$ cat config.mk
export PLATFORM = sky130hd
export DESIGN_NAME = trimmed_mean_window_filter
export DESIGN_NICKNAME = d
export VERILOG_FILES = /design/src/hdl/tmwf_pkg.sv /design/src/hdl/trimmed_mean_window_filter.sv /design/src/hdl/tmwf_ctrl.sv /design/src/hdl/tmwf_datapath.sv
export SDC_FILE = /design/constraint.sdc
export NUM_CORES = 2
export LEC_CHECK = 0
export BUFFER_PORTS_ARGS = -buffer_cell sky130_fd_sc_hd__buf_2
export CAP_MARGIN = 20
export CORE_ASPECT_RATIO = 1.25
export CORE_MARGIN = 3
export CORE_UTILIZATION = 59
export DETAILED_ROUTE_END_ITERATION = 12
export PLACE_DENSITY = 0.79
export RECOVER_POWER = 100
export SKIP_CTS_REPAIR_TIMING = 1
export SKIP_LAST_GASP = 1
export SLEW_MARGIN = 20
export SYNTH_ARGS = -nofsm -noshare
export SYNTH_HDL_FRONTEND = slang
export SYNTH_HIERARCHICAL = 1
export SYNTH_SLANG_ARGS = --single-unit
export TNS_END_PERCENT = 20
$ cat constraint.sdc
create_clock -name clock -period 6.1 [get_ports clock]
set_clock_uncertainty 0.2 [all_clocks]
set_input_delay 0.61 -clock clock [delete_from_list [all_inputs] [get_ports clock]]
set_output_delay 0.61 -clock clock [all_outputs]
set_load 0.05 [all_outputs]
$ cat src/hdl/tmwf_pkg.sv
// tmwf_pkg: shared types, constants and trim-bound functions for the
// trimmed mean window filter. No dependencies; imported by every module.
package tmwf_pkg;

   // sample and result width
   localparam int DATA_W = 32;
   // reciprocal bits consumed per multiply step
   localparam int RECIP_CHUNK_W = 16;
   // trim percentages
   localparam int PCT_LOW = 15;
   localparam int PCT_HIGH = 85;
   localparam int PCT_DEN = 100;

   // first kept index of the sorted window
   function automatic int tmwf_low_cut(input int win);
      int lo;
      lo = (win * PCT_LOW) / PCT_DEN;
      if (lo < 1) begin
         lo = 1;
      end
      return lo;
   endfunction

   // first discarded index above the kept range
   function automatic int tmwf_high_lim(input int win);
      int hi;
      hi = (win * PCT_HIGH) / PCT_DEN + 1;
      if (hi > win - 1) begin
         hi = win - 1;
      end
      return hi;
   endfunction

   // number of kept entries, the divisor of the mean
   function automatic int tmwf_kept_count(input int win);
      return tmwf_high_lim(win) - tmwf_low_cut(win);
   endfunction

   // multiply steps to apply the reciprocal of the kept count
   function automatic int tmwf_mul_cycles(input int win);
      int mag_w;
      mag_w = DATA_W + $clog2(tmwf_kept_count(win));
      return (mag_w + RECIP_CHUNK_W) / RECIP_CHUNK_W;
   endfunction

   // controller to datapath commands
   typedef struct packed {
      logic load;        // write beat into ring and copy window to sorter
      logic sort_en;     // one odd-even transposition pass
      logic sort_phase;  // 0: pairs start even, 1: pairs start odd
      logic sum_en;      // shift sorted copy down by one
      logic add_en;      // accumulate the entry leaving the bottom
      logic div_init;    // take magnitude and sign of the sum
      logic div_en;      // one reciprocal multiply step
      logic publish;     // load output register
   } tmwf_cmd_type;

   // datapath to controller status
   typedef struct packed {
      logic out_busy;    // output register holds a beat that is not taken
   } tmwf_status_type;

endpackage

$ cat src/hdl/trimmed_mean_window_filter.sv
// trimmed_mean_window_filter: top level joining controller and datapath.
// Depends on tmwf_pkg, tmwf_ctrl and tmwf_datapath.
//
// Usage:
//   req channel: valid/ready, one 32-bit signed sample per beat. Each sample
//   replaces the oldest entry of a ring window of WINDOW samples.
//   rsp channel: valid/ready, one 32-bit signed trimmed mean per request:
//   the window is sorted, the lowest and highest entries are dropped and the
//   rest averaged, truncating toward zero.
//   From accept to rsp_valid the filter runs the sort passes, the sum shifts
//   up to the last kept index, a divider setup step, the reciprocal
//   multiply steps and a publish step, one phase after another.
//   A new sample is taken only once the previous one has been published;
//   the pace is set by the odd-even transposition sorter, the one-entry-per-
//   cycle accumulator and the 16-bit-per-step reciprocal multiply.
//   The output register frees the input side: a new sample is taken while a
//   result still waits. If the receiver stalls, the next result waits in the
//   final state until the output register is free.
//   Reset (synchronous, active high) clears the window to zeros, the slot
//   pointer to zero and drops any pending result.
module trimmed_mean_window_filter import tmwf_pkg::*; #(
   parameter int WINDOW = 5
) (
   input  logic                     clock,
   input  logic                     reset,
   input  logic                     req_valid,
   output logic                     req_ready,
   input  logic signed [DATA_W-1:0] req_sample,
   output logic                     rsp_valid,
   input  logic                     rsp_ready,
   output logic signed [DATA_W-1:0] rsp_filtered
);

   tmwf_cmd_type    cmd;
   tmwf_status_type status;

   // sequencer
   tmwf_ctrl #(
      .WINDOW(WINDOW)
   ) u_ctrl (
      .clock     (clock),
      .reset     (reset),
      .req_valid (req_valid),
      .req_ready (req_ready),
      .status    (status),
      .cmd       (cmd)
   );

   // window, sorter, divider and output register
   tmwf_datapath #(
      .WINDOW(WINDOW)
   ) u_datapath (
      .clock        (clock),
      .reset        (reset),
      .cmd          (cmd),
      .status       (status),
      .req_sample   (req_sample),
      .rsp_valid    (rsp_valid),
      .rsp_ready    (rsp_ready),
      .rsp_filtered (rsp_filtered)
   );

endmodule

$ cat src/hdl/tmwf_ctrl.sv
// tmwf_ctrl: sequencer for load, sort, sum, divide and publish phases.
// Depends on tmwf_pkg for command and status types and trim bounds.
module tmwf_ctrl import tmwf_pkg::*; #(
   parameter int WINDOW = 5
) (
   input  logic            clock,
   input  logic            reset,
   input  logic            req_valid,
   output logic            req_ready,
   input  tmwf_status_type status,
   output tmwf_cmd_type    cmd
);

   localparam int LO_CUT   = tmwf_low_cut(WINDOW);
   localparam int HI_LIM   = tmwf_high_lim(WINDOW);
   localparam int DIV_CYC  = tmwf_mul_cycles(WINDOW);
   localparam int CNT_MAX  = (WINDOW > DIV_CYC) ? WINDOW : DIV_CYC;
   localparam int CNT_W    = $clog2(CNT_MAX + 1);

   localparam logic [2:0] ST_IDLE = 3'd0;
   localparam logic [2:0] ST_SORT = 3'd1;
   localparam logic [2:0] ST_SUM  = 3'd2;
   localparam logic [2:0] ST_PREP = 3'd3;
   localparam logic [2:0] ST_DIV  = 3'd4;
   localparam logic [2:0] ST_DONE = 3'd5;

   logic [2:0]       state_ff, state_in;
   logic [CNT_W-1:0] cnt_ff, cnt_in;

   // next state and commands
   always_comb begin
      state_in = state_ff;
      cnt_in = cnt_ff;
      cmd = '0;
      req_ready = 1'b0;
      unique case (state_ff)
         ST_IDLE: begin
            req_ready = 1'b1;
            if (req_valid) begin
               cmd.load = 1'b1;
               cnt_in = '0;
               state_in = ST_SORT;
            end
         end
         ST_SORT: begin
            cmd.sort_en = 1'b1;
            cmd.sort_phase = cnt_ff[0];
            cnt_in = cnt_ff + 1'b1;
            if (cnt_ff == CNT_W'(WINDOW - 1)) begin
               cnt_in = '0;
               state_in = ST_SUM;
            end
         end
         ST_SUM: begin
            cmd.sum_en = 1'b1;
            cmd.add_en = (cnt_ff >= CNT_W'(LO_CUT)) && (cnt_ff < CNT_W'(HI_LIM));
            cnt_in = cnt_ff + 1'b1;
            if (cnt_ff == CNT_W'(HI_LIM - 1)) begin
               cnt_in = '0;
               state_in = ST_PREP;
            end
         end
         ST_PREP: begin
            cmd.div_init = 1'b1;
            cnt_in = '0;
            state_in = ST_DIV;
         end
         ST_DIV: begin
            cmd.div_en = 1'b1;
            cnt_in = cnt_ff + 1'b1;
            if (cnt_ff == CNT_W'(DIV_CYC - 1)) begin
               cnt_in = '0;
               state_in = ST_DONE;
            end
         end
         ST_DONE: begin
            if (!status.out_busy) begin
               cmd.publish = 1'b1;
               state_in = ST_IDLE;
            end
         end
         default: begin
            state_in = ST_IDLE;
         end
      endcase
   end

   // state registers
   always_ff @(posedge clock) begin
      if (reset) begin
         state_ff <= ST_IDLE;
         cnt_ff <= '0;
      end else begin
         state_ff <= state_in;
         cnt_ff <= cnt_in;
      end
   end

   // an accepted beat always starts the sort phase
   a_accept_sorts: assert property (@(posedge clock) disable iff (reset)
      req_valid && req_ready |=> state_ff == ST_SORT)
      else $error("accepted beat did not start sorting");

   // never overwrite a result still waiting at the output
   a_publish_free: assert property (@(posedge clock) disable iff (reset)
      cmd.publish |-> !status.out_busy)
      else $error("publish while output register busy");

   // pass counter stays within the window during sorting
   a_sort_bound: assert property (@(posedge clock) disable iff (reset)
      state_ff == ST_SORT |-> cnt_ff < CNT_W'(WINDOW))
      else $error("sort pass counter out of range");

endmodule

$ cat src/hdl/tmwf_datapath.sv
// tmwf_datapath: ring window, transposition sorter, accumulator,
// reciprocal multiply divider and output register. Depends on tmwf_pkg.
module tmwf_datapath import tmwf_pkg::*; #(
   parameter int WINDOW = 5
) (
   input  logic                     clock,
   input  logic                     reset,
   input  tmwf_cmd_type             cmd,
   output tmwf_status_type          status,
   input  logic signed [DATA_W-1:0] req_sample,
   output logic                     rsp_valid,
   input  logic                     rsp_ready,
   output logic signed [DATA_W-1:0] rsp_filtered
);

   localparam int CUT_CNT = tmwf_kept_count(WINDOW);
   localparam int CUT_LOG = $clog2(CUT_CNT);
   localparam int PTR_W   = $clog2(WINDOW);
   localparam int SUM_W   = DATA_W + 1 + $clog2(WINDOW);
   localparam int MAG_W   = DATA_W + CUT_LOG;
   localparam int MUL_CYC = tmwf_mul_cycles(WINDOW);
   localparam int REC_W   = MUL_CYC * RECIP_CHUNK_W;
   localparam int REC_SH  = MAG_W + CUT_LOG;
   localparam int PROD_W  = MAG_W + RECIP_CHUNK_W;
   localparam int Q_SH    = REC_SH - (MUL_CYC - 1) * RECIP_CHUNK_W;
   // ceil(2^REC_SH / kept count), exact floor quotient for any magnitude
   localparam logic [63:0] REC_FULL =
      ((64'd1 << REC_SH) + 64'(CUT_CNT) - 64'd1) / 64'(CUT_CNT);
   localparam logic [REC_W-1:0] RECIP = REC_W'(REC_FULL);

   logic signed [DATA_W-1:0] win_ff [WINDOW];
   logic signed [DATA_W-1:0] sort_ff [WINDOW];
   logic signed [DATA_W-1:0] sort_in [WINDOW];
   logic [PTR_W-1:0]         ptr_ff;
   logic [PTR_W-1:0]         ptr_in;
   logic signed [SUM_W-1:0]  acc_ff;
   logic [SUM_W-1:0]         acc_abs;
   logic [MAG_W-1:0]         mag_ff;
   logic [REC_W-1:0]         rec_ff;
   logic [PROD_W-1:0]        prod_ff;
   logic [PROD_W-1:0]        part;
   logic                     neg_ff;
   logic                     rsp_valid_ff;
   logic signed [DATA_W-1:0] rsp_filtered_ff;
   logic [DATA_W-1:0]        quot;

   // next ring slot
   assign ptr_in = (ptr_ff == PTR_W'(WINDOW - 1)) ? '0 : ptr_ff + 1'b1;

   // sorter copy: load, compare-exchange pass or shift-down
   always_comb begin
      sort_in = sort_ff;
      if (cmd.load) begin
         for (int i = 0; i < WINDOW; i++) begin
            sort_in[i] = (PTR_W'(i) == ptr_in) ? req_sample : win_ff[i];
         end
      end else if (cmd.sort_en) begin
         for (int i = 0; i < WINDOW - 1; i++) begin
            if ((i % 2) == int'(cmd.sort_phase) && sort_ff[i] > sort_ff[i + 1]) begin
               sort_in[i] = sort_ff[i + 1];
               sort_in[i + 1] = sort_ff[i];
            end
         end
      end else if (cmd.sum_en) begin
         for (int i = 0; i < WINDOW - 1; i++) begin
            sort_in[i] = sort_ff[i + 1];
         end
      end
   end

   always_ff @(posedge clock) begin
      sort_ff <= sort_in;
   end

   // ring window and slot pointer
   always_ff @(posedge clock) begin
      if (reset) begin
         ptr_ff <= '0;
         for (int i = 0; i < WINDOW; i++) begin
            win_ff[i] <= '0;
         end
      end else if (cmd.load) begin
         ptr_ff <= ptr_in;
         win_ff[ptr_in] <= req_sample;
      end
   end

   // accumulate kept entries as they leave the bottom of the sorter
   always_ff @(posedge clock) begin
      if (cmd.load) begin
         acc_ff <= '0;
      end else if (cmd.sum_en && cmd.add_en) begin
         acc_ff <= acc_ff + {{(SUM_W - DATA_W){sort_ff[0][DATA_W-1]}}, sort_ff[0]};
      end
   end

   assign acc_abs = acc_ff[SUM_W-1] ? (~acc_ff + 1'b1) : acc_ff;

   // magnitude times one 16-bit slice of the reciprocal
   assign part = PROD_W'(mag_ff) * PROD_W'(rec_ff[RECIP_CHUNK_W-1:0]);

   // multiply by the reciprocal low slice first, dropping settled low bits
   always_ff @(posedge clock) begin
      if (cmd.div_init) begin
         neg_ff <= acc_ff[SUM_W-1];
         mag_ff <= MAG_W'(acc_abs);
         rec_ff <= RECIP;
         prod_ff <= '0;
      end else if (cmd.div_en) begin
         rec_ff <= rec_ff >> RECIP_CHUNK_W;
         prod_ff <= (prod_ff >> RECIP_CHUNK_W) + part;
      end
   end

   // output register, quotient rounds toward zero
   assign quot = prod_ff[Q_SH +: DATA_W];

   always_ff @(posedge clock) begin
      if (reset) begin
         rsp_valid_ff <= 1'b0;
      end else if (cmd.publish) begin
         rsp_valid_ff <= 1'b1;
      end else if (rsp_ready) begin
         rsp_valid_ff <= 1'b0;
      end
   end

   always_ff @(posedge clock) begin
      if (cmd.publish) begin
         rsp_filtered_ff <= neg_ff ? -$signed(quot) : $signed(quot);
      end
   end

   assign rsp_valid = rsp_valid_ff;
   assign rsp_filtered = rsp_filtered_ff;
   assign status.out_busy = rsp_valid_ff && !rsp_ready;

   // a published result shows up as a valid beat next cycle
   a_publish_valid: assert property (@(posedge clock) disable iff (reset)
      cmd.publish |=> rsp_valid_ff)
      else $error("published result not presented");

   // the window only changes on a load command, checked through its slot pointer
   a_window_hold: assert property (@(posedge clock) disable iff (reset)
      !cmd.load |=> $stable(ptr_ff))
      else $error("slot pointer moved without a load");

   // sort passes never overlap a load, a sum shift or a divide step
   a_phase_excl: assert property (@(posedge clock) disable iff (reset)
      !(cmd.sort_en && (cmd.div_en || cmd.sum_en || cmd.load)))
      else $error("overlapping datapath commands");

endmodule

# --- Word-level counts from Yosys, hierarchy flattened ---
# Memories as Yosys holds them, arrays and structs flattened.
# Index checks and enable logic that the tools add are counted.
word_totals:
  ff_bits: 342
  mem_bits_rw: 160
  word_cells: 124
  n_memories: 1
classes:
  addsub: 6
  n_mul: 1
  n_lt_le_gt_ge: 6
  eq_ne: 22
  mux: 48
  bitwise_logic: 2
  reduce_logical: 23
mem_list:
  columns: ["name", "words", "width", "rd", "rd_clocked_by_memory_dff", "write_ports", "line_no", "source"]
  rows:
  - ["u_datapath.win_ff", 5, 32, 5, 0, 5, "tmwf_datapath.sv:31", "logic signed [DATA_W-1:0] win_ff [WINDOW];"]
op_table:
  columns: ["operator", "n"]
  rows:
  - ["64-bit 2-to-1 mux", 6]
  - ["128-bit 2-to-1 mux", 2]
  - ["32-bit 2-to-1 mux", 8]
  - ["160-bit 2-to-1 mux", 1]
  - ["32-bit greater-than comparator", 4]
  - ["34-bit by 50-bit adder with 50-bit output", 1]
  - ["34-bit by 15-bit multiplier with 49-bit output", 1]
  - ["36-bit adder", 1]
  - ["34-bit by 1-bit adder with 34-bit output (second input constant)", 1]
  - ["34-bit 2-to-1 mux", 1]
  - ["34-bit inverter", 1]
  - ["3-bit 2-to-1 mux", 11]
  - ["32-bit negation", 1]
  - ["32-bit OR reduction", 1]
  - ["3-bit case mux with 6 select lines", 1]
  - ["1-bit 2-to-1 mux", 15]
  - ["3-bit case mux with 5 select lines", 1]
  - ["3-bit by 2-bit == test with 1-bit output (second input constant)", 4]
  - ["3-bit == test (second input constant)", 4]
  - ["4-bit by 1-bit inequality test with 1-bit output (second input constant)", 3]
  - ["2-bit AND reduction", 6]
  - ["1-bit logical AND", 7]
  - ["3-bit by 1-bit adder with 3-bit output (second input constant)", 2]
  - ["2-bit by 3-bit == test with 1-bit output (first input constant)", 2]
  - ["other kinds (16)", 23]

# --- Depth between registers and ports, before layout ---
depth:
  ltp_word: 12
  mapped_depth: 26
  depth_no_buf: 24

# --- By module ---
# The synthesis kept the hierarchy.
modules_own_cells:
  columns: ["module", "n_inst", "cells_per_inst", "area_per_inst_um2", "seq_area_each_um2"]
  rows:
  - ["tmwf_datapath", 1, 3907, 38510.7, 13422.9]
  - ["tmwf_ctrl", 1, 67, 549.3, 120.1]

# --- Least setup slack after synthesis ---
# Ideal clock, no wire load.
synth_timing:
  path_type: "reg-to-reg"
  from: "reg u_datapath.rec_ff[2]"
  to: "reg u_datapath.prod_ff[43]"
  setup_ns: 0.116
  arrival_ns: 6.266
  setup_slack_ns: -0.483
  stages_incl_launch_ff: 25
  path_buffers: 3
  cell_sequence: "dfxtp_1 clkbuf_1 clkbuf_1 nand2_1 fa_1 inv_1 ha_1 fa_1 fa_1 fa_1 inv_1 fa_1 inv_1 ha_1 clkbuf_1 and4_1 and2_1 o21ai_0 nand3_1 a41o_1 a21boi_0 o31ai_1 a21oi_1 mux2_2 a31o_2"
synth_between:
  elab_chain_len: 2
synth_lines:
  columns: ["item", "line_no", "source"]
  rows:
  - ["from (decl)", "tmwf_datapath.sv:39", "logic [REC_W-1:0] rec_ff;"]
  - ["from (signal assigned)", "tmwf_datapath.sv:110", "rec_ff <= rec_ff >> RECIP_CHUNK_W;"]
  - ["34-bit by 15-bit multiplier with 49-bit output", "tmwf_datapath.sv:100", "assign part = PROD_W'(mag_ff) * PROD_W'(rec_ff[RECIP_CHUNK_W-1:0]);"]
  - ["34-bit by 50-bit adder with 50-bit output", "tmwf_datapath.sv:111", "prod_ff <= (prod_ff >> RECIP_CHUNK_W) + part;"]
  - ["to (signal assigned)", "tmwf_datapath.sv:111", null]
  - ["to (decl)", "tmwf_datapath.sv:40", "logic [PROD_W-1:0] prod_ff;"]
# No other way between the ends.
# A chain may end at the register's enable or synchronous reset.

# --- Worst setup path in the final report ---
layout_timing:
  from: "reg u_datapath.mag_ff[6]"
  to: "reg u_datapath.prod_ff[48]"
layout_between:
  elab_chain_len: 2
layout_lines:
  columns: ["item", "line_no", "source"]
  rows:
  - ["from (decl)", "tmwf_datapath.sv:38", "logic [MAG_W-1:0] mag_ff;"]
  - ["from (signal assigned)", "tmwf_datapath.sv:106", "mag_ff <= MAG_W'(acc_abs);"]
  - ["34-bit by 15-bit multiplier with 49-bit output", "tmwf_datapath.sv:100", null]
  - ["34-bit by 50-bit adder with 50-bit output", "tmwf_datapath.sv:111", null]
# No other way between the ends.

==> results.cfg <==
[run]
maxCapViolCount = 4

[cts]
clock_latency_ns = 0.63
cts_sinks = 483
clkSlewWorstSetupHoldPaths_ns = 0.06
cts_root_buf = clkbuf_16
cts_tree = done
htree_levels = 2
cts_buffer_depth = 3
cts_made_buffers = 51

[drt]
antenna_left = 0
wirelength_mm = 101
num_vias = 29600
dr.pass1.iters = 5
wl_per_cell_um = 20.1
vias_per_cell = 5.92
drc_errors = 0
drt_iter0_markers = 1840

[final_layout]
fin_area_um2 = 44900
fillers = 4679
final_common_cell = inv_1
insertedDiodeCount = 0
most-common-layout-cells = 526 x inv_1, 387 x edfxtp_1, 350 x nand2_1
syn2layout_area_growth_pct = 14.8
nets = 4740
final_layout_size_suffix_gt1_share_pct = 15.6

[timing]
rsz0062_at_grt = yes
holdWs_ns = 0.118
slew_headroom_pct = -138
setup_viol = 11
maxSlewViolCount = 317
clock.fmax_ghz = 0.157
tns_ns = -1.09
worst_pin_slew_ns = 3.57
finalHoldViolCount = 0
final_min_period_over_clock_period_pct = 104
min_period_ns = 6.37
setup_ws_ns = -0.270

[placement]
placed_area_um2 = 41400
preCtsSetupSlack_ns = -0.359
dp.final_hpwl_mm = 71.9
gp_congestion = 0.929
numPortBuffers = 69

[logic_synthesis]
synth_xor_area_share_pct = 3.68
synth_mux_area_share_pct = 6.96
synthArstFlopShare_pct = 0
synth_compound_area_share_pct = 11.1
yosysSeqAreaShare_pct = 34.7
synth_edf_count = 387
ys.flop_type = edfxtp_1
netlist_area_um2 = 39100
synth_adder_area_share_pct = 23.4
yosysWarnings = 6
synth_top_family_by_area = adder cells
synth_cell_types = 76
synth-seq-cells = 483
synth-simple-area-share_pct = 12.6
synth_nets = 4600
postSynthAreaPerCell_um2 = 9.83
syn_inst = 3974

[critical_path]
cp_top_family = adder cells
rrSetupSlack_ns = -0.27
required_ns = 6.41
slowest_stage = fa_1
worstPathArrival_ns = 6.68
crit_fanout = 5
critPathKind = reg -> reg
worst-path-buf-inv = 7
reg2reg_to = u_datapath/prod_ff[48]
end_kind = flop
slowest_delay_ns = 0.55
start_kind = flop
worstPathCellList = buf_4 > buf_4 > and3_4 > ha_4 > a21oi_1 > fa_1 > inv_1 > fa_1 > fa_1 > inv_1 > fa_1 > inv_2 > ha_4 > buf_4 > nand4_1 > inv_1 > a22oi_2 > and3_4 > a21oi_4 > or4_4 > a31oi_4 > xnor2_1 > nor2_1 > a31o_2
r2r_start = u_datapath/mag_ff[6]
ff2ff_path_depth = 24
path_common_cell = fa_1

[die]
dieArea_um2 = 69300
core_area_um2 = 64900
start_util_pct = 60.2
io_pins = 70
die_h_um = 294
rows = 104
die_w_um = 236

[global_route]
grt_max_degree = 181
track_usage_pct = 27.1
grt.overflow.total = 0
grt_pass1_wl_mm = 153
grt_pass1_vias = 29800
antenna_found_initial = 1

[status]
violations = max-capacitance violations, max-slew violations, negative setup slack
status = finished, violations left

[min_path]
worstHoldPathCells = 4
hp-class = in -> reg
worstHoldEndpoint = u_datapath/rsp_valid
hp-start = rsp_ready
## per-stage QoR
stage,instances,utilization (%)
CTS,4963,66.6
global placement,4870,63.7
finish,5002,69.1
detailed placement,4870,63.7
floorplan,3974,-
global route,5002,69.1
## worst max path at each step
stage	from	to	slack (ns)	cells after the start
after floorplan	u_datapath/rec_ff[18]	u_datapath/prod_ff[43]	-0.01	26
after global placement	u_datapath/rec_ff[18]	u_datapath/prod_ff[45]	-0.31	25
after detailed placement	u_datapath/rec_ff[18]	u_datapath/prod_ff[45]	-0.36	25
after CTS	u_datapath/rec_ff[18]	u_datapath/prod_ff[45]	-0.56	25
after global routing	u_datapath/mag_ff[5]	u_datapath/prod_ff[48]	-0.37	24
final	u_datapath/mag_ff[6]	u_datapath/prod_ff[48]	-0.27	24
## state kept, by name, summed over array words and instances, names as in the netlist
name and count:
u_datapath/ptr_ff 3, u_ctrl/cnt_ff 3, u_datapath/rec_ff 4, u_datapath/rsp_filtered 32, u_datapath/rsp_valid 1, u_ctrl/state_ff 3
u_datapath/acc_ff 36, u_datapath/win_ff 160, u_datapath/neg_ff 1, u_datapath/mag_ff 34, u_datapath/prod_ff 46, u_datapath/sort_ff 160
## worst min-delay path, stage by stage
cell     delay (ns)
buf_2          0.07
nor2b_1        0.07
nor2_1         0.10
nor2_1         0.04
## cell families after synthesis
group / after synthesis
simple gates: 995
flops: 483
xor+xnor: 164
buf+inv: 791
mux: 267
fa+ha+maj: 590
compound gates: 684
## routing by layer
metal | GRT usage [%] | share of wire [%] | vias to the layer above
met5 | 0 | 0 | -
met4 | 11.3 | 5.5 | 0
met3 | 3.05 | 4.9 | 332
met2 | 50.7 | 52 | 984
met1 | 31.4 | 38 | 14400
li1 | - | - | 13900
## cell usage after synthesis (14+ instances only)
| cell | instances | area share [%] |
|---|---|---|
| a31oi_1 | 18 | 0.29 |
| inv_1 | 557 | 5.4 |
| nor3_1 | 26 | 0.33 |
| ha_1 | 358 | 11 |
| nand3_1 | 34 | 0.44 |
| o22ai_1 | 38 | 0.61 |
| o21ai_0 | 124 | 1.6 |
| fa_1 | 232 | 12 |
| nor2b_1 | 19 | 0.30 |
| a22o_1 | 34 | 0.76 |
| and3_1 | 95 | 1.5 |
| a21o_1 | 80 | 1.5 |
| nand2b_1 | 22 | 0.35 |
| mux2i_1 | 231 | 5.9 |
| clkbuf_1 | 203 | 2.0 |
| xor2_1 | 54 | 1.2 |
| o31ai_1 | 22 | 0.42 |
| xnor2_1 | 110 | 2.5 |
| o21bai_1 | 14 | 0.27 |
| nor2_1 | 165 | 1.6 |
| nand4_1 | 45 | 0.72 |
| a21oi_1 | 226 | 2.9 |
| buf_1 | 22 | 0.21 |
| a211oi_1 | 14 | 0.27 |
| a22oi_1 | 34 | 0.65 |
| and2_1 | 144 | 2.3 |
| mux2_2 | 36 | 1.0 |
| edfxtp_1 | 387 | 30 |
| nand2_1 | 375 | 3.6 |
| dfxtp_1 | 96 | 4.9 |
## cell type report
class,count,area [um^2],area share (%)
Timing Repair Buffer,321,2470,5.50
Sequential cell,483,13600,30.2
Tap cell,848,1060,2.37
Inverter,557,2090,4.67
Clock inverter,30,453,1.01
Multi-Input combinational cell,2700,23800,53.2
Clock buffer,63,1380,3.08
Power is not shown: default switching activity piles up to over one toggle a cycle in this logic, so the estimate is an artifact.
